`src/hw/rtl/assert_macros.svh`:
```
// Assertion helpers shared by the RTL.
`ifndef ASSERT_MACROS_SVH
`define ASSERT_MACROS_SVH

// Concurrent check sampled on the rising clock edge, off while reset is asserted.
`define ASSERT_PROP(lbl, clk, rst_n, prop, msg) \
  lbl: assert property (@(posedge clk) disable iff (!rst_n) (prop)) \
    else $error(msg);

// The vector has exactly one bit set whenever the condition holds.
`define ASSERT_ONEHOT_WHEN(lbl, clk, rst_n, cond, vec, msg) \
  `ASSERT_PROP(lbl, clk, rst_n, (cond) |-> $onehot(vec), msg)

`endif

```
`src/hw/rtl/sstd_pkg.sv`:
```
package sstd_pkg;

  typedef enum logic [1:0] {
    FuncText  = 2'd0,
    FuncDec   = 2'd1,
    FuncScan  = 2'd2,
    FuncClear = 2'd3
  } func_e;

  typedef struct packed {
    func_e      func;
    logic [7:0] char_code;
    logic       first;
    logic [2:0] position;
  } item_t;

  typedef struct packed {
    logic       hit;
    logic [7:0] pat;
  } font_t;

  localparam logic [7:0] DotBit   = 8'h80;
  localparam logic [7:0] CharNul  = 8'h00;
  localparam logic [7:0] CharDot  = 8'h2e;
  localparam logic [7:0] CharZero = 8'h30;
  localparam logic [7:0] CharNine = 8'h39;
  localparam logic [7:0] Blank    = 8'h00;

  function automatic logic [7:0] digit_font(input logic [3:0] d);
    logic [7:0] p;
    unique case (d)
      4'd0:    p = 8'h3f;
      4'd1:    p = 8'h06;
      4'd2:    p = 8'h5b;
      4'd3:    p = 8'h4f;
      4'd4:    p = 8'h66;
      4'd5:    p = 8'h6d;
      4'd6:    p = 8'h7d;
      4'd7:    p = 8'h07;
      4'd8:    p = 8'h7f;
      4'd9:    p = 8'h6f;
      default: p = Blank;
    endcase
    return p;
  endfunction

  function automatic logic is_digit(input logic [7:0] c);
    return (c >= CharZero) && (c <= CharNine);
  endfunction

  // Text font; a miss leaves the digit as it was.
  function automatic font_t font_lookup(input logic [7:0] c);
    font_t f;
    f.hit = 1'b1;
    f.pat = Blank;
    unique case (c) inside
      [8'h30:8'h39]: f.pat = digit_font(c[3:0]);
      8'h41, 8'h61:  f.pat = 8'h77;
      8'h42, 8'h62:  f.pat = 8'h7c;
      8'h43, 8'h63:  f.pat = 8'h39;
      8'h44, 8'h64:  f.pat = 8'h5e;
      8'h45, 8'h65:  f.pat = 8'h79;
      8'h46, 8'h66:  f.pat = 8'h71;
      8'h4f:         f.pat = 8'h3f;
      8'h6f:         f.pat = 8'h5c;
      8'h52, 8'h72:  f.pat = 8'h50;
      8'h50, 8'h70:  f.pat = 8'h73;
      8'h4e, 8'h6e:  f.pat = 8'h37;
      8'h2d:         f.pat = 8'h40;
      8'h20, 8'h09:  f.pat = Blank;
      8'h4c:         f.pat = 8'h38;
      8'h6c:         f.pat = 8'h30;
      8'h56:         f.pat = 8'h3e;
      8'h48:         f.pat = 8'h76;
      default:       f.hit = 1'b0;
    endcase
    return f;
  endfunction

endpackage

```
`src/hw/rtl/sstd_digit_buf.sv`:
```
module sstd_digit_buf #(
  parameter int unsigned DIGITS = 6,
  localparam int unsigned ScanW = (DIGITS > 1) ? $clog2(DIGITS) : 1
) (
  input  logic                 clk_i,
  input  logic                 rst_ni,
  input  logic                 upd_en_i,
  input  sstd_pkg::item_t      item_i,
  input  logic [ScanW-1:0]     scan_idx_i,
  output logic [7:0]           scan_pat_o
);
  import sstd_pkg::*;

  localparam int unsigned WposW = $clog2(DIGITS + 1);
  localparam logic [WposW-1:0] WposEnd = WposW'(DIGITS);

  logic [7:0]       buf_q [DIGITS];
  logic [7:0]       buf_d [DIGITS];
  logic [WposW-1:0] wpos_q, wpos_d;
  logic [WposW-1:0] wpos_eff;
  font_t            font;
  logic             dec_ok;

  assign wpos_eff = item_i.first ? '0 : wpos_q;
  assign font     = font_lookup(item_i.char_code);
  assign dec_ok   = (32'(item_i.position) < DIGITS) && is_digit(item_i.char_code);

  always_comb begin
    wpos_d = wpos_q;
    for (int k = 0; k < DIGITS; k++) begin
      buf_d[k] = buf_q[k];
    end
    unique case (item_i.func)
      FuncText: begin
        wpos_d = wpos_eff;
        if (wpos_eff < WposEnd) begin
          if (item_i.char_code == CharNul) begin
            // Terminator blanks the rest of the line and locks out further text until a restart.
            for (int k = 0; k < DIGITS; k++) begin
              if (WposW'(k) >= wpos_eff) begin
                buf_d[k] = Blank;
              end
            end
            wpos_d = WposEnd;
          end else if (item_i.char_code == CharDot) begin
            // The dot belongs to the digit just written; none exists at the start.
            for (int k = 0; k < DIGITS; k++) begin
              if (WposW'(k + 1) == wpos_eff) begin
                buf_d[k] = buf_q[k] | DotBit;
              end
            end
          end else begin
            for (int k = 0; k < DIGITS; k++) begin
              if (font.hit && (WposW'(k) == wpos_eff)) begin
                buf_d[k] = font.pat;
              end
            end
            wpos_d = wpos_eff + WposW'(1);
          end
        end
      end
      FuncDec: begin
        for (int k = 0; k < DIGITS; k++) begin
          if (dec_ok && (32'(item_i.position) == k)) begin
            buf_d[k] = digit_font(item_i.char_code[3:0]);
          end
        end
      end
      FuncClear: begin
        for (int k = 0; k < DIGITS; k++) begin
          buf_d[k] = Blank;
        end
      end
      default: ;
    endcase
  end

  always_ff @(posedge clk_i or negedge rst_ni) begin
    if (!rst_ni) begin
      wpos_q <= '0;
      for (int k = 0; k < DIGITS; k++) begin
        buf_q[k] <= Blank;
      end
    end else if (upd_en_i) begin
      wpos_q <= wpos_d;
      for (int k = 0; k < DIGITS; k++) begin
        buf_q[k] <= buf_d[k];
      end
    end
  end

  assign scan_pat_o = buf_q[scan_idx_i];

endmodule

```
`src/hw/rtl/seven_segment_text_display_top.sv`:
```
// Channel | Handshake                | Payload
// --------+--------------------------+-------------------------------------------
// in      | in_valid_i / in_ready_o  | func_i, char_code_i, first_i, position_i
// out     | out_valid_o / out_ready_i| segments_n_o, digit_enable_o
//
// Each accepted item waits in the input register while the update logic works
// on it, and retires when it advances. A scan tick's result is then captured
// in the output register, where it is presented until it is taken.
// One item is taken per cycle; the only stall is a scan tick that meets an
// output register whose result is not being taken in that cycle.
// Reset blanks all digits and returns the write position and scan to digit 0.
`include "assert_macros.svh"

module seven_segment_text_display_top #(
  parameter int unsigned DIGITS = 6,
  localparam int unsigned ScanW = (DIGITS > 1) ? $clog2(DIGITS) : 1
) (
  input  logic              clk_i,
  input  logic              rst_ni,
  input  logic              in_valid_i,
  output logic              in_ready_o,
  input  logic [1:0]        func_i,
  input  logic [7:0]        char_code_i,
  input  logic              first_i,
  input  logic [2:0]        position_i,
  output logic              out_valid_o,
  input  logic              out_ready_i,
  output logic [7:0]        segments_n_o,
  output logic [DIGITS-1:0] digit_enable_o
);
  import sstd_pkg::*;

  localparam logic [ScanW-1:0] ScanLast = ScanW'(DIGITS - 1);

  // Input register: holds the item being executed this cycle.
  logic             in_vld_q, in_vld_d;
  item_t            item_q;
  logic             in_acc;
  logic             is_scan;
  logic             adv;
  logic             scan_stall;

  // Scan state and result register.
  logic [ScanW-1:0]  scan_idx_q, scan_idx_d;
  logic [7:0]        scan_pat;
  logic              out_vld_q, out_vld_d;
  logic [7:0]        seg_q;
  logic [DIGITS-1:0] en_q;

  assign is_scan = (item_q.func == FuncScan);

  // The held item retires unless it is a scan tick blocked by an untaken result.
  assign adv        = in_vld_q && (!is_scan || !out_vld_q || out_ready_i);
  assign in_ready_o = !in_vld_q || adv;
  assign in_acc     = in_valid_i && in_ready_o;
  assign scan_stall = in_vld_q && is_scan && out_vld_q && !out_ready_i;

  always_comb begin
    in_vld_d = in_vld_q;
    if (in_acc) begin
      in_vld_d = 1'b1;
    end else if (adv) begin
      in_vld_d = 1'b0;
    end
  end

  always_ff @(posedge clk_i or negedge rst_ni) begin
    if (!rst_ni) begin
      in_vld_q <= 1'b0;
    end else begin
      in_vld_q <= in_vld_d;
    end
  end

  always_ff @(posedge clk_i) begin
    if (in_acc) begin
      item_q.func      <= func_e'(func_i);
      item_q.char_code <= char_code_i;
      item_q.first     <= first_i;
      item_q.position  <= position_i;
    end
  end

  // The digit store applies text, decimal and clear items and serves the scan read.
  sstd_digit_buf #(
    .DIGITS(DIGITS)
  ) u_digit_buf (
    .clk_i     (clk_i),
    .rst_ni    (rst_ni),
    .upd_en_i  (adv),
    .item_i    (item_q),
    .scan_idx_i(scan_idx_q),
    .scan_pat_o(scan_pat)
  );

  // The scan walks the digits in order and wraps after the last one.
  always_comb begin
    scan_idx_d = scan_idx_q;
    if (adv && is_scan) begin
      scan_idx_d = (scan_idx_q == ScanLast) ? '0 : scan_idx_q + ScanW'(1);
    end
  end

  always_comb begin
    out_vld_d = out_vld_q;
    if (adv && is_scan) begin
      out_vld_d = 1'b1;
    end else if (out_ready_i) begin
      out_vld_d = 1'b0;
    end
  end

  always_ff @(posedge clk_i or negedge rst_ni) begin
    if (!rst_ni) begin
      scan_idx_q <= '0;
      out_vld_q  <= 1'b0;
    end else begin
      scan_idx_q <= scan_idx_d;
      out_vld_q  <= out_vld_d;
    end
  end

  // The display segments are active low, so the stored pattern is inverted.
  always_ff @(posedge clk_i) begin
    if (adv && is_scan) begin
      seg_q <= ~scan_pat;
      en_q  <= DIGITS'(1) << scan_idx_q;
    end
  end

  assign out_valid_o    = out_vld_q;
  assign segments_n_o   = seg_q;
  assign digit_enable_o = en_q;

  // A presented result always drives exactly one digit.
  `ASSERT_ONEHOT_WHEN(a_enable_onehot, clk_i, rst_ni, out_valid_o, digit_enable_o, "not one-hot")

  // The scan index never leaves the range of fitted digits.
  `ASSERT_PROP(a_scan_range, clk_i, rst_ni, scan_idx_q <= ScanLast, "scan index out of range")

  // A scan tick held back by a full output register stays in the input register.
  `ASSERT_PROP(a_scan_held, clk_i, rst_ni, scan_stall |=> in_vld_q && is_scan, "scan tick lost")

endmodule

```
`config.mk`:
```
export PLATFORM = sky130hd
export DESIGN_NAME = seven_segment_text_display_top
export DESIGN_NICKNAME = d
export VERILOG_FILES = /design/src/hw/rtl/sstd_pkg.sv /design/src/hw/rtl/sstd_digit_buf.sv /design/src/hw/rtl/seven_segment_text_display_top.sv
export VERILOG_INCLUDE_DIRS = /design/src /design/src/hw/rtl
export SDC_FILE = /design/constraint.sdc
export NUM_CORES = 1
export LEC_CHECK = 0
export ABC_AREA = 1
export ABC_CLOCK_PERIOD_IN_PS = 3400
export BUFFER_PORTS_ARGS = -buffer_cell sky130_fd_sc_hd__buf_4
export CAP_MARGIN = 0
export CORE_MARGIN = 2
export CORE_UTILIZATION = 41
export CTS_CLUSTER_SIZE = 8
export DETAILED_ROUTE_END_ITERATION = 8
export PLACE_DENSITY = 0.54
export SLEW_MARGIN = 20
export SYNTH_ARGS = -nofsm -noshare
export SYNTH_HDL_FRONTEND = slang
export SYNTH_SLANG_ARGS = --single-unit
```
`constraint.sdc`:
```
create_clock -name clk_i -period 3.4 [get_ports clk_i]
set_input_delay 0.68 -clock clk_i [delete_from_list [all_inputs] [get_ports clk_i]]
set_output_delay 0.68 -clock clk_i [all_outputs]
set_load 0.01 [all_outputs]
```
### After elaboration in Yosys (flattened, before gate mapping)

Memory sizes are Yosys's and may differ from the RTL's. A register that Yosys moved wholly into a read port is not among the register bits.
Cells that the tools add are included.
W data, S select, Z words.

| word-level totals | value |
|---|---|
| register bits | 84 |
| bits in latches | 0 |
| RAM bits | 0 |
| memory bits (read-only) | 784 |
| bits of input ports | 18 |
| output and inout port bits | 16 |
| word-level logic and storage cells | 222 |
| memories kept | 7 |

Memory list:

| name | depth | bits a word | rd ports | clocked after memory_dff | wr ports | RTL line | text |
|---|---|---|---|---|---|---|---|
| (no name shown) | 16 | 7 | 1 | 1 | 0 | sstd_pkg.sv:31 | `unique case (d)` |
| (no name shown) | 16 | 7 | 1 | 1 | 0 | sstd_pkg.sv:31 |  |
| (no name shown) | 16 | 7 | 1 | 1 | 0 | sstd_pkg.sv:31 |  |
| (no name shown) | 16 | 7 | 1 | 1 | 0 | sstd_pkg.sv:31 |  |
| (no name shown) | 16 | 7 | 1 | 1 | 0 | sstd_pkg.sv:31 |  |
| (no name shown) | 16 | 7 | 1 | 1 | 0 | sstd_pkg.sv:31 |  |
| +1 memories | n/a | n/a | n/a | n/a | n/a | n/a |  |

| cells by class | value |
|---|---|
| $add $sub $neg | 2 |
| multipliers | 0 |
| div/mod/pow operators | 0 |
| $lt $le $gt $ge | 11 |
| eq/ne operators | 75 |
| shift-type cells | 1 |
| muxes and demuxes | 49 |
| bitwise gates (word level) | 2 |
| reduce and logical (&&, ||, !) cells | 53 |

Operators by type and width:

| operator | count |
|---|---|
| $mux W8 | 26 |
| $eq A8 B7 Y1 const B | 24 |
| $mux W48 | 3 |
| $pmux W48 S3 | 1 |
| $pmux W8 S17 | 1 |
| $reduce_and A7 Y1 | 12 |
| $mux W4 | 7 |
| $reduce_or A28 Y1 | 1 |
| $bmux W8 S3 | 1 |
| $eq A8 B6 Y1 const B | 3 |
| $ne A4 B1 Y1 const B | 6 |
| $ne A4 B3 Y1 const B | 6 |
| $ne A3 B1 Y1 const B | 6 |
| $ne A3 B3 Y1 const B | 6 |
| $reduce_or A2 Y1 | 9 |
| $logic_and A1 B1 Y1 | 17 |
| $mux W3 | 5 |
| $ne A2 B1 Y1 const B | 7 |
| $eq A3 B3 Y1 const A | 3 |
| $eq A3 B3 Y1 const B | 3 |
| $eq A8 B4 Y1 const B | 1 |
| $ge A8 B6 Y1 const B | 1 |
| $le A8 B6 Y1 const B | 1 |
| $logic_not A8 Y1 | 1 |
| other kinds (24) | 42 |

### Depth between registers and ports, before layout

Gate-level depths: netlist of the first run.

| logic depth | value |
|---|---|
| word-level depth | 10 |
| mapped depth | 13 |
| gate-level depth less buffers | 13 |

### Cells and area by module

A second synthesis of the first run with hierarchy kept.

| second synthesis, totals | value |
|---|---|
| cells, all modules | 659 |
| area total of the unflattened synthesis | 5076.1 µm² |

By module, submodules not included:

| module | times used | cells an instance | area an instance (µm²) | seq. area each (µm²) |
|---|---|---|---|---|
| sstd_digit_buf | 1 | 577 | 3895.0 | 1276.2 |
| seven_segment_text_display_top | 1 | 82 | 1181.1 | 965.9 |

### Worst setup path before layout of the first run

No wires, ideal clock.

| path | value |
|---|---|
| path type | input-to-reg |
| start | input port out_ready_i |
| end | register with a tool-made name |
| setup time | 0.074 ns |
| data arrival time | 2.082 ns |
| data required time | 3.326 ns |
| slack | 1.244 ns |
| stages | 9 |
| path buffers | 0 |
| cells stage by stage | nor2_1 > nand3_2 > nand2_2 > nand2_1 > o21ai_1 > inv_1 > ha_1 > or2_1 > a31oi_1 |

RTL lines:

| element | RTL line | text |
|---|---|---|
| start, declared | seven_segment_text_display_top.sv:27 | `input logic out_ready_i,` |

==> impl_metrics.json, run 1 <==
{
  "syn-cell-area_mm2": 0.00511,
  "seq_area_frac_synth": 0.466,
  "fin_crit_ns": 2.16,
  "cp.required_ns": 3.68,
  "worst_skew_pair.late_latency_ns": 0.36,
  "grt_pass1_vias": 4209,
  "vias": 4333,
  "syn_inst": 638,
  "synthesis.nets": 665,
  "mostFrequentLayoutCells": "nand2_1 (209), nand3_1 (78), nor2_1 (57), dfrtp_1 (56), inv_1 (45)",
  "startpoint_type": "register",
  "status": "finished, final reports clean",
  "dieArea_mm2": 0.0134,
  "intPower_mw": 2.11,
  "cts_sinks": 91,
  "slew_headroom": 0.501,
  "cts_max_level": 3,
  "gp_congestion": 0.880,
  "finalHoldViolations": 0,
  "finalCritPeriodShare": 0.636,
  "clock_skew_ns": 0.00679,
  "ant_nets": 0,
  "drt-initial-drc-count": 310,
  "drc": 0,
  "cts_hold_buf": 0,
  "drive_above_1_share": 0.165,
  "grt_pass1_wl_um": 21400,
  "max-vdd-ir-drop_v": 0.000240,
  "switching_share": 0.341,
  "clkPwrFrac": 0.304,
  "cts_tree": "built",
  "gr-total-overflow": 0,
  "final_nets": 705,
  "drt-total-wl_um": 12900,
  "maxCapViolCount": 0,
  "ys.warnings.count": 0,
  "cts_inserted_buffers": 9,
  "rsz0062_at_grt": "no",
  "crit_type": "register to register",
  "drtPass1Iterations": 4,
  "post_drt_wl_per_cell_um": 15.1,
  "final_common_cell": "nand2_1",
  "pin_count": 34,
  "switching_power_mw": 1.09,
  "cts-root-buf": "clkbuf_16",
  "cts_resized": 0,
  "worstPathArrival_ns": 2.44,
  "port_buffers": 33,
  "power_frac_seq": 0.440,
  "core_mm2": 0.0121,
  "p_per_area_mw_per_mm2": 549,
  "via_per_inst": 5.09,
  "area_delta_synth_final_pct": 14.3,
  "crit_path_end_kind": "register",
  "hp-class": "input port to asynchronous set/reset pin",
  "track_usage": 0.209,
  "place_hpwl_um": 9670,
  "rows": 40,
  "p_comb_frac": 0.256,
  "die_height_um": 116,
  "post-cts-setup-buffers": 0,
  "ys_types": 38,
  "place_ws_ns": 0.984,
  "initial_core_util": 0.422,
  "worstMarginPinSlew_ns": 0.748,
  "clk_transition_reported_paths_ns": 0.06,
  "setup_slack_ns": 1.24,
  "synth_seq_cells": 91,
  "p_leak_nw": 2.85,
  "worstPathMaxFanout": 10,
  "setup-tns-final_ns": 0,
  "clock_path_buffers": 2,
  "fmax_mhz": 462,
  "setup_viol": 0,
  "grt_max_degree": 57,
  "die_w_um": 116,
  "insertedDiodeCount": 0,
  "syn_area_per_cell_um2": 8.01,
  "drv_slew": 0,
  "antenna_found_initial": 0
}
[state kept, by name, indices dropped and copies added (netlist names), named ones only]
signal              flops
segments_n_o            8
scan_idx_q              3
in_vld_q                1
out_valid_o             1
item_q                 14
u_digit_buf.wpos_q      3
digit_enable_o          6
u_digit_buf.buf_q      48
[layer usage]
metal  wire length, um  track usage  vias to the layer above  share of wire
met5                 0            0                        -              0
met4               332       0.0960                        0          0.026
met3               522       0.0361                       19          0.041
met2              6190        0.346                       98           0.48
met1              5810        0.269                     2020           0.45
li1                  -            -                     2196              -
[worst max-delay path, stage by stage (launching register included)]
cell and delay (ns):
edfxtp_1 0.48, nor2_4 0.21, nand3_2 0.13, nand2_2 0.18, nand2_1 0.07, o21ai_1 0.25
inv_1 0.17, ha_1 0.22, or2_1 0.23, a31oi_1 0.12
[final timing paths]
path | end | depth (start not counted) | slack (ns) | start
min in group clk_i | u_digit_buf.buf_q[34] | 2 | 0.47 | u_digit_buf.buf_q[34]
max in group asynchronous | u_digit_buf.buf_q[14] | 1 | 2.51 | rst_ni
min | u_digit_buf.wpos_q[0] | 1 | 0.38 | rst_ni
max | register | 9 | 1.24 | item_q[12]
min reg2reg | u_digit_buf.buf_q[34] | 2 | 0.47 | u_digit_buf.buf_q[34]
max reg2reg | register | 9 | 1.24 | item_q[12]
[metrics by stage]
step                      instances  hold WS [ns]  power (mW)  cell area, um2   util
after floorplan                 638         0.384        1.97            5110      -
after global placement          835         0.454        2.24            5560  0.459
after detailed placement        835         0.459        2.25            5560  0.459
after CTS                       851         0.414        3.23            5840  0.482
after global routing            851         0.445        3.39            5840  0.482
final                           851         0.381        3.21            5840  0.482
[Yosys cell counts]
library cell | number | share of area
nor3_4 | 2 | 0.0064
dfxtp_1 | 7 | 0.027
nor3_1 | 4 | 0.0039
o31ai_1 | 1 | 0.0015
nand2_1 | 209 | 0.15
nand2_4 | 5 | 0.011
nand2_2 | 15 | 0.018
nor2_1 | 57 | 0.042
nand4_1 | 4 | 0.0049
inv_2 | 9 | 0.0066
ha_1 | 9 | 0.022
o21ai_0 | 20 | 0.020
nand3_4 | 5 | 0.017
inv_1 | 45 | 0.033
nand3_1 | 78 | 0.076
o21ai_2 | 2 | 0.0034
o2111ai_1 | 1 | 0.0017
buf_2 | 1 | 0.00098
o21bai_2 | 5 | 0.011
or2_1 | 1 | 0.0012
clkbuf_1 | 5 | 0.0037
edfxtp_1 | 28 | 0.16
nor2_2 | 8 | 0.0098
and2_1 | 1 | 0.0012
o21ai_1 | 7 | 0.0069
o221ai_1 | 1 | 0.0017
nand3_2 | 3 | 0.0059
o22ai_1 | 17 | 0.021
a21oi_1 | 12 | 0.012
o21a_1 | 1 | 0.0015
clkinv_1 | 1 | 0.00073
dfrtp_1 | 56 | 0.27
o21bai_1 | 1 | 0.0015
or2_2 | 1 | 0.0012
o21bai_4 | 1 | 0.0037
nand2_8 | 1 | 0.0039
a31oi_1 | 6 | 0.0073
nor2_4 | 8 | 0.018
[power groups by stage]
stage	Clock [mW]	Combinational [mW]	Sequential (mW)
after global routing	1.04	0.927	1.43
final	0.975	0.820	1.41
after detailed placement	0	0.821	1.43
after floorplan	0	0.566	1.40
after CTS	0.999	0.822	1.41
after global placement	0	0.817	1.43
[logic make-up (layout without fill, tap and decap cells)]
group | Yosys count | count (layout) | share of synthesized area
AND/OR/NAND/NOR | 402 | 402 | 0.374
flip-flops | 91 | 91 | 0.466
AO/OA/AOI/OAI | 75 | 75 | 0.0923
buffers and inverters | 61 | 106 | 0.0451
adder cells (fa/ha/maj) | 9 | 9 | 0.0220
[layout make-up]
| cell class | instances | area [um2] |
|---|---|---|
| Tap cell | 168 | 210 |
| Timing Repair Buffer | 35 | 263 |
| Fill cell | 1262 | 6270 |
| Multi-Input combinational cell | 486 | 2500 |
| Clock inverter | 3 | 21.3 |
| Sequential cell | 91 | 2380 |
| Inverter | 55 | 206 |
| Clock buffer | 13 | 262 |
No activity file was read; power rests on OpenSTA's default activity.
==> run 2, diff against run 1 <==
ABC_AREA = 0   (was 1)
ABC_CLOCK_PERIOD_IN_PS = 1900   (was 3400)
PLACE_DENSITY = 0.56   (was 0.54)
clock period = 1.9 ns   (was 3.4 ns; I/O delays follow)
==> run 2 against run 1 <==
The flow now finishes with violations (negative setup slack). Largest cell class unchanged. Total power increased by 100%. Combinational power increased to 2.5 times the previous value. Via count decreased by 3.6%. Maximum frequency decreased by 15%. Area after synthesis decreased by 0.27%.
==> impl_metrics.json, run 2 <==
{
  "status": "complete, but fails checks",
  "failed_checks": "negative setup slack",
  "timing.critical_path.from": "item_q[5]",
  "crit_path_end_kind": "register",
  "synth_flop_cell": "dfrtp_1",
  "synth_common_cells": "dfrtp_1 (56), nand2_1 (32), edfxtp_1 (28)",
  "syn-cell-area_mm2": 0.00510,
  "ant_nets": 0,
  "area_delta_synth_final_pct": 46.4,
  "cts_tree": "built",
  "largest_reg_flops": 48,
  "fill_cells": 965,
  "yosysTopAreaCell": "dfrtp_1",
  "cts_sinks": 91,
  "startpoint_type": "register",
  "crit_path_end": "u_digit_buf.buf_q[30]",
  "crit_top_cell": "buf_6",
  "drc": 0,
  "worstPathMaxFanout": 7,
  "r2r_cells": 9,
  "p_comb_frac": 0.326,
  "max-vdd-ir-drop_v": 0.000688,
  "timing.rr.start": "item_q[5]",
  "worstPathArrival_ns": 2.77,
  "cts-root-buf": "clkbuf_16",
  "clk_transition_reported_paths_ns": 0.07,
  "drt-total-wl_um": 13400,
  "grt_max_degree": 57,
  "p_per_area_mw_per_mm2": 857,
  "synth_seq_cells": 91,
  "dp_cells": 739,
  "p_leak_nw": 3.29,
  "post_drt_wl_per_cell_um": 17.0,
  "cp_slowest_cell": "or4_4",
  "multi_input_area_mm2": 0.00307,
  "vias": 4175,
  "finalHoldViolations": 0,
  "gr-total-overflow": 0,
  "rsz0062_at_grt": "yes",
  "ys_top_cells_by_area": "dfrtp_1 (27%), edfxtp_1 (16%), mux2_4 (7.1%)",
  "gp_congestion": 0.859,
  "ys_types": 67,
  "die_height_um": 115,
  "yosysMostFrequentCell": "dfrtp_1",
  "grt_pass1_wl_um": 21900,
  "drive_above_1_share": 0.555,
  "worstMarginPinSlew_ns": 0.713,
  "top_register": "u_digit_buf.buf_q",
  "cts_max_level": 3,
  "seq_area_frac_synth": 0.467,
  "worst_skew_pair.late_latency_ns": 0.36,
  "fin_crit_ns": 2.53,
  "place_hpwl_um": 9160,
  "core_mm2": 0.0121,
  "synth_top_area_share": 0.275,
  "syn_inst": 450,
  "grt_pass1_vias": 4334,
  "finalCritPeriodShare": 1.33,
  "synthesis.nets": 477,
  "hp-class": "input port to asynchronous set/reset pin",
  "intPower_mw": 4.38,
  "switching_power_mw": 2.02,
  "antenna_found_initial": 0,
  "ys.warnings.count": 0,
  "clock_path_buffers": 2,
  "synth_edf_count": 28,
  "power_frac_seq": 0.405,
  "setup_viol": 57,
  "clkPwrFrac": 0.269,
  "switching_share": 0.316,
  "setup_slack_ns": -0.630,
  "final_cells": 786,
  "power_mw": 6.40,
  "cp_cell_sequence": "buf_6 > o21ai_4 > and4_4 > buf_6 > a31oi_4 > a21oi_2 > o21ai_2 > or4_4 > mux2_4",
  "cp_slowest_stage_delay_ns": 0.61,
  "cts_inserted_buffers": 9,
  "insertedDiodeCount": 0,
  "initial_core_util": 0.423,
  "crit_type": "register to register",
  "track_usage": 0.211,
  "drv_slew": 0,
  "pin_count": 34,
  "cp.required_ns": 2.14,
  "mostFrequentLayoutCells": "buf_4 (157), dfrtp_1 (56), mux2_4 (41), nand2_1 (28), edfxtp_1 (28)",
  "via_per_inst": 5.31,
  "seqCellArea_mm2": 0.00238,
  "clock_skew_ns": 0.0133,
  "final_nets": 640,
  "slew_headroom": 0.525,
  "final_common_cell": "buf_4",
  "drt-initial-drc-count": 250,
  "maxCapViolCount": 0,
  "die_w_um": 115,
  "rows": 40,
  "fmax_mhz": 395,
  "syn_area_per_cell_um2": 11.3,
  "synthArstFlopShare": 0.615,
  "port_buffers": 33,
  "drtPass1Iterations": 5,
  "dieArea_mm2": 0.0133,
  "r2r_slack_ns": -0.63,
  "rr_endpoint": "u_digit_buf.buf_q[30]"
}
==> run 2: changes by cell type in the layout (fill, tap and decap cells not counted), moves of 11 or more <==
cell	delta
nand2_2	-14
buf_6	+19
nand2_1	-181
inv_1	-29
mux2_4	+41
nor2_1	-42
buf_4	+122
nand3_1	-72
o22ai_1	-15
mux2_2	+11
==> run 2: cell families (layout without fill, tap and decap cells) <==
family,Yosys count,in the layout,synth area share
simple gates,119,119,0.136
compound gates,117,117,0.145
flops,91,91,0.467
mux,64,64,0.176
buf+inv,47,215,0.0481
fa+ha+maj,9,9,0.0221
xor+xnor,3,3,0.00516
==> run 2: worst min-delay path by stage <==
stage          depth (start not counted)                     to  slack, ns
2_1_floorplan                          0               in_vld_q       0.08
3_3_place_gp                           1  u_digit_buf.buf_q[12]       0.47
3_5_place_dp                           1  u_digit_buf.buf_q[12]       0.48
4_1_cts                                1  u_digit_buf.buf_q[12]       0.10
5_1_grt                                1   u_digit_buf.buf_q[4]       0.12
6_report                               1  u_digit_buf.buf_q[12]       0.07
==> run 2: layout make-up <==
type | instances | share of cell area
multi-input combinational | 312 | 0.411
sequential | 91 | 0.319
timing repair buffer | 178 | 0.192
clock buffer | 10 | 0.0307
tap | 168 | 0.0282
inverter | 21 | 0.0127
clock inverter | 6 | 0.00637
==> run 2: power groups by stage <==
stage / clock (mW) / combinational [mW] / sequential [mW]
floorplan: 0 / 1.24 / 2.53
global placement: 0 / 1.79 / 2.62
detailed placement: 0 / 1.81 / 2.62
CTS: 1.76 / 2.01 / 2.58
global route: 1.81 / 2.28 / 2.63
finish: 1.72 / 2.08 / 2.59
==> run 2: stage by stage <==
step | setup TNS [ns] | area, um2 | setup slack (ns) | hold slack, ns | utilization
2_1_floorplan | -22.14 | 5230 | -0.509 | 0.0844 | -
3_3_place_gp | -30.68 | 6370 | -0.807 | 0.470 | 0.528
3_5_place_dp | -31.67 | 6370 | -0.808 | 0.480 | 0.528
4_1_cts | -27.74 | 7210 | -0.639 | 0.102 | 0.598
5_1_grt | -31.61 | 7460 | -0.683 | 0.118 | 0.619
6_report | -27.68 | 7460 | -0.630 | 0.0708 | 0.619
==> run 2: worst max-delay path, delay by kind of cell (launching register included) <==
| kind | cells | cell delay [ns] |
|---|---|---|
| mux | 1 | 0.33 |
| simple gates | 2 | 0.89 |
| flops | 1 | 0.45 |
| buf+inv | 2 | 0.29 |
| compound gates | 4 | 0.46 |
==> run 2: repair_timing <==
item / CTS / global route
pin swaps: 27 / 20
gates resized for setup: 92 / 42
setup buffers: 22 / 18
hold buffers: 0 / 0
endpoints found under the setup margin: 56 / 72
==> run 2: routing by layer <==
| layer | GRT usage | part of all wire | vias to the layer above |
|---|---|---|---|
| li1 | - | - | 1995 |
| met1 | 0.272 | 0.44 | 2057 |
| met2 | 0.351 | 0.50 | 102 |
| met3 | 0.0434 | 0.040 | 21 |
| met4 | 0.0771 | 0.019 | 0 |
| met5 | 0 | 0 | - |
